==> src/design/hot_key_counter_table_top_defines.svh <==
// Assertion macros shared by the hot key counter table design.
`ifndef HOT_KEY_COUNTER_TABLE_TOP_DEFINES_SVH
`define HOT_KEY_COUNTER_TABLE_TOP_DEFINES_SVH

`ifndef ASSERT_OFF

// Same-cycle implication, quiet during reset.
`define HKCT_ASSERT_IMPLIES(lbl, clk, rst_n, ante, cons) \
  lbl: assert property (@(posedge clk) disable iff (!rst_n) (ante) |-> (cons)) \
    else $error("hkct assertion failed");

// Next-cycle implication, quiet during reset.
`define HKCT_ASSERT_NEXT(lbl, clk, rst_n, ante, cons) \
  lbl: assert property (@(posedge clk) disable iff (!rst_n) (ante) |=> (cons)) \
    else $error("hkct assertion failed");

`else

`define HKCT_ASSERT_IMPLIES(lbl, clk, rst_n, ante, cons)
`define HKCT_ASSERT_NEXT(lbl, clk, rst_n, ante, cons)

`endif

`endif

==> src/design/hkct_pkg.sv <==
package hkct_pkg;

  localparam int KEY_W             = 64;
  localparam int COUNT_W           = 32;
  localparam int SLOT_OUT_W        = 12;
  localparam int HOME_SHIFT        = 3;
  localparam int HOME_DIGIT_W      = 4;
  localparam int DEF_TABLE_ENTRIES = 4096;
  localparam int DEF_PROBE_LIMIT   = 8;

  typedef logic [KEY_W-1:0]      key_t;
  typedef logic [COUNT_W-1:0]    count_t;
  typedef logic [SLOT_OUT_W-1:0] slot_out_t;

  localparam count_t COUNT_MAX    = '1;
  localparam count_t THRESH_RESET = COUNT_W'(2);

  typedef enum logic [1:0] {
    ST_INSERTED = 2'd0,
    ST_COUNTED  = 2'd1,
    ST_SKIPPED  = 2'd2,
    ST_ZERO_KEY = 2'd3
  } status_t;

endpackage

==> src/design/hkct_home_unit.sv <==
module hkct_home_unit #(
  parameter int ENTRIES = hkct_pkg::DEF_TABLE_ENTRIES,
  parameter int IDX_W   = $clog2(hkct_pkg::DEF_TABLE_ENTRIES)
) (
  input  logic               clk,
  input  logic               rst_n,
  input  logic               start,
  input  hkct_pkg::key_t     key,
  output logic               done,
  output logic [IDX_W-1:0]   home
);
  import hkct_pkg::*;

  localparam bit IS_POW2 = (ENTRIES & (ENTRIES - 1)) == 0;

  generate
    if (IS_POW2) begin : g_mask
      logic             done_r;
      logic [IDX_W-1:0] home_r;

      // Power-of-two table: the home slot is a bit field of the key.
      always_ff @(posedge clk) begin
        if (!rst_n) begin
          done_r <= 1'b0;
        end else begin
          done_r <= start;
        end
        if (start) begin
          home_r <= key[HOME_SHIFT +: IDX_W];
        end
      end

      assign done = done_r;
      assign home = home_r;
    end else begin : g_serial
      localparam int SHIFTED_W = KEY_W - HOME_SHIFT;
      localparam int DIGITS    = (SHIFTED_W + HOME_DIGIT_W - 1) / HOME_DIGIT_W;
      localparam int PAD_W     = DIGITS * HOME_DIGIT_W;
      localparam int CNT_W     = $clog2(DIGITS + 1);

      logic [PAD_W-1:0] shreg_r;
      logic [IDX_W:0]   rem_r, rem_nxt;
      logic [CNT_W-1:0] left_r;
      logic             busy_r;
      logic             done_r;

      // Restoring remainder, a few key bits per cycle, most significant first.
      always_comb begin
        rem_nxt = rem_r;
        for (int i = 0; i < HOME_DIGIT_W; i++) begin
          rem_nxt = {rem_nxt[IDX_W-1:0], shreg_r[PAD_W-1-i]};
          if (rem_nxt >= (IDX_W+1)'(ENTRIES)) begin
            rem_nxt = rem_nxt - (IDX_W+1)'(ENTRIES);
          end
        end
      end

      always_ff @(posedge clk) begin
        if (!rst_n) begin
          busy_r <= 1'b0;
          done_r <= 1'b0;
        end else begin
          done_r <= 1'b0;
          if (start) begin
            busy_r  <= 1'b1;
            shreg_r <= PAD_W'(key >> HOME_SHIFT);
            rem_r   <= '0;
            left_r  <= CNT_W'(DIGITS);
          end else if (busy_r) begin
            shreg_r <= shreg_r << HOME_DIGIT_W;
            rem_r   <= rem_nxt;
            left_r  <= left_r - CNT_W'(1);
            if (left_r == CNT_W'(1)) begin
              busy_r <= 1'b0;
              done_r <= 1'b1;
            end
          end
        end
      end

      assign done = done_r;
      assign home = rem_r[IDX_W-1:0];
    end
  endgenerate

endmodule

==> config.mk <==
export PLATFORM = sky130hd
export DESIGN_NAME = hkct_home_unit
export DESIGN_NICKNAME = d
export VERILOG_FILES = /design/src/design/hot_key_counter_table_top_defines.svh /design/src/design/hkct_pkg.sv /design/src/design/hkct_home_unit.sv
export SDC_FILE = /design/constraint.sdc
export NUM_CORES = 1
export LEC_CHECK = 0
export BUFFER_PORTS_ARGS = -buffer_cell sky130_fd_sc_hd__buf_2
export CAP_MARGIN = 15
export CORE_MARGIN = 1
export CORE_UTILIZATION = 25
export DETAILED_ROUTE_END_ITERATION = 10
export PLACE_DENSITY = 0.83
export SETUP_SLACK_MARGIN = 0.1
export SLEW_MARGIN = 0
export SYNTH_ARGS = -nofsm -noshare
export SYNTH_HDL_FRONTEND = slang
export SYNTH_SLANG_ARGS = --single-unit
==> constraint.sdc <==
create_clock -name clk -period 0.8 [get_ports clk]
set_clock_uncertainty 0.1 [all_clocks]
set_input_delay 0 -clock clk [delete_from_list [all_inputs] [get_ports clk]]
set_output_delay 0 -clock clk [all_outputs]
set_load 0.02 [all_outputs]
### Word level (Yosys, flattened, before mapping)

Cells that the tools add are included.

| word-level totals | value |
|---|---|
| register bits | 13 |
| output and inout port bits | 13 |

### Longest topological paths before layout

| depth | value |
|---|---|
| depth in word-level cells | 0 |
| depth in mapped cells | 1 |
| mapped depth without buffers | 1 |

### Worst setup path after synthesis

No wires, ideal clock.

| path | value |
|---|---|
| path type | register to output |
| start | reg g_mask.home_r[0], in the netlist home[0] |
| end | out home[0] |
| cell stages (with the launch flop) | 1 |
| required time | 0.700 ns |
| data arrival time | 0.449 ns |
| setup slack | 0.251 ns |
| cells stage by stage | edfxtp_1 |

RTL lines:

| element | line | text |
|---|---|---|
| start: declaration | hkct_home_unit.sv:19 | `logic [IDX_W-1:0] home_r;` |
| start signal: assignment | hkct_home_unit.sv:29 | `home_r <= key[HOME_SHIFT +: IDX_W];` |
| end: declaration | hkct_home_unit.sv:10 | `output logic [IDX_W-1:0] home` |

No word-level cell between the ends.

### Worst setup path in the final report

| path | value |
|---|---|
| start | reg g_mask.home_r[10], in the netlist home[10] |
| end | out home[10] |

No word-level cell between the ends.

==> qor.txt <==
Run status = finished, violations left
Failing checks = negative hold slack, negative setup slack
Drt initial violations = 3
Simple-gate area share of the yosys netlist = 0.0162
Post-Syn Area = 387 sq um
VDD IR max = 1.26 mV
IO Pins = 80
Synth Flop Type = edfxtp_1
Post-synth top cells = 12 x edfxtp_1, 1 x and2_1, 1 x dfxtp_1
Max-slew violation count = 0
XOR/XNOR Fraction of Synth Area = 0
Seq/Total Area, Yosys = 0.984
TritonCTS clock tree = done
Crit path cell chain = buf_6
Largest family of logic cells by synthesized area = simple AND/OR/NAND/NOR gates
Synth Warn # = 0
GRT Total Usage = 0.105
Register area = 382 sq um
Starting Density = 0.283
Least-Margin Pin Slew = 0.277 ns
Die footprint = 0.00171 sq mm
Die Y = 41.3 um
Crit path time final = 0.904 ns
CP top delay family = flip-flops
First-pass DRT Iterations = 2
Leak = 0.305 nW
# nets final = 120
Count leader, synth = edfxtp_1
Area of the multi-input gates = 6.26 sq um
Share of the synthesized area in the top cell type = 0.932
CP max FO = 1
Cts bufs inserted = 3
First-pass GRT wire length = 1.03 mm
Final worst-path setup slack = -0.104 ns
Area Overhead vs Synth = 84.5%
Die Wd = 41.3 um
Number of antenna violations at the first check in global routing = 0
Worst Setup EP = home[10]
Crit path buf inv count = 1
Area leader, netlist = edfxtp_1
EDFF count, synth = 12
Critical Path AT = 0.80 ns
Largest net degree at the start of global routing = 14
CP Capture Type = output pin
Fill cells = 125
Final WL = 780 um
Hold Crit Depth = 1
Diode count = 0
Number of global-route vias before repair = 255
Clock share of power = 0.268
CP required = 0.70 ns
WL/cell = 11.6 um
Setup crit start = home[10]$_DFFE_PP_
Yosys cell types = 3
CTS root buffer = clkbuf_4
Post-Synth Adder-Cell Area = 0
Max_slew headroom = 0.815
Portion of netlist area occupied by mux cells = 0
Port Buffer Count = 27
Pwr dens = 2030 mW/mm^2
Switching share of power = 0.224
Internal = 1.13 mW
Core footprint = 0.00137 sq mm
Switch Pwr = 0.325 mW
WS Path Type = flop to output pin
Gp weighted congestion = 0.652
Achievable clock frequency = 1110 MHz
Final setup violation count = 13
Power share of the combinational group = 0.165
Post-synthesis area per instance = 27.6 sq um
Cell Rows = 13
Detail Route Antenna Nets = 0
Crit path largest cell delay = 0.39 ns
Number of vias per cell = 4.25
Clk sink count = 13
Unrepaired setup endpoints after global routing = true
Flop pwr share = 0.567
Synth Area in Compound Gates = 0
Most area-consuming cells after synthesis = edfxtp_1 93%, dfxtp_1 5.2%, and2_1 1.6%
Flops & latches, synth = 13
Maximum level of the CTS H-tree = 1
WHS = -0.195 ns
Post-Route Setup TNS = -1.14 ns
Mapped Cells = 14
Post-CTS setup buffers = 0
Max-Cap Viols = 0
Async SR Flop Fraction = 0
Worst Setup Start Kind = flop
Vias = 285
Area post-placement = 541 sq um
Finished Cell Area = 713 sq um
Slowest stage cell on the critical path = edfxtp_1
Worst-case clock buffer depth = 2
Syn_nets = 81
Worst min path class = input pin to flop
Tcrit/Tclk final = 1.13
Residual DRC = 0
Gr ovfl total = 0
Fin. Hold Viols = 6
WP depth = 1
Share of layout cells above drive strength 1 = 0.596
Clock slew at reported path FFs = 0.07 ns
## state kept, by name (all words and copies together) (netlist names)
name and cells:
home 12, done 1
## metal layers
layer	global-route usage	wire length, um	up-vias
li1	-	-	131
met2	0.156	357	25
met5	0	0	-
met3	0.0532	102	2
met4	0.0968	5	0
met1	0.106	314	127
## logic make-up after synthesis
logic type	Yosys count
DFF	13
and+or+nand+nor	1
## repair_timing
action / 4_1_cts / 5_1_grt
endpoints found under the setup margin: 13 / 13
hold endpoints to repair: 13 / 13
resized for setup: 13 / 12
## per-stage QoR
step | cells | utilization | total power, mW | worst slack (ns)
6_report | 67 | 0.522 | 1.45 | -0.104
2_1_floorplan | 14 | - | 0.899 | 0.251
4_1_cts | 60 | 0.443 | 1.42 | -0.131
3_5_place_dp | 56 | 0.396 | 0.990 | 0.0973
5_1_grt | 67 | 0.522 | 1.52 | -0.147
3_3_place_gp | 56 | 0.396 | 0.984 | 0.121
## power groups by stage
stage          clock network, mW  registers (mW)  logic, mW
2_1_floorplan                  0           0.897    0.00160
3_3_place_gp                   0           0.823      0.161
3_5_place_dp                   0           0.827      0.164
4_1_cts                    0.414           0.818      0.189
5_1_grt                    0.438           0.828      0.256
6_report                   0.389           0.822      0.240
## worst min-delay path by stage
stage	from	to	slack [ns]
after floorplan	key[3]	home[0]$_DFFE_PP_	-0.001
after global placement	key[10]	home[7]$_DFFE_PP_	0.08
after detailed placement	key[10]	home[7]$_DFFE_PP_	0.08
after CTS	key[10]	home[7]$_DFFE_PP_	-0.21
after global routing	key[14]	home[11]$_DFFE_PP_	-0.21
final	key[14]	home[11]$_DFFE_PP_	-0.19
## cell type report
| class | count | area share |
|---|---|---|
| clock buffers | 4 | 0.0368 |
| multi-input cells | 1 | 0.00877 |
| flip-flops and latches | 13 | 0.535 |
| well taps | 15 | 0.0263 |
| repair buffers | 34 | 0.393 |
## layout by cell type, fill, tap and decap left out
cell type,netlist,routed
clkbuf_1,0,1
and2_1,1,1
buf_2,0,15
buf_6,0,12
edfxtp_1,12,12
dlygate4sd3_1,0,7
dfxtp_2,0,1
clkbuf_4,0,3
Note: power is estimated with default switching activity, not from simulation.
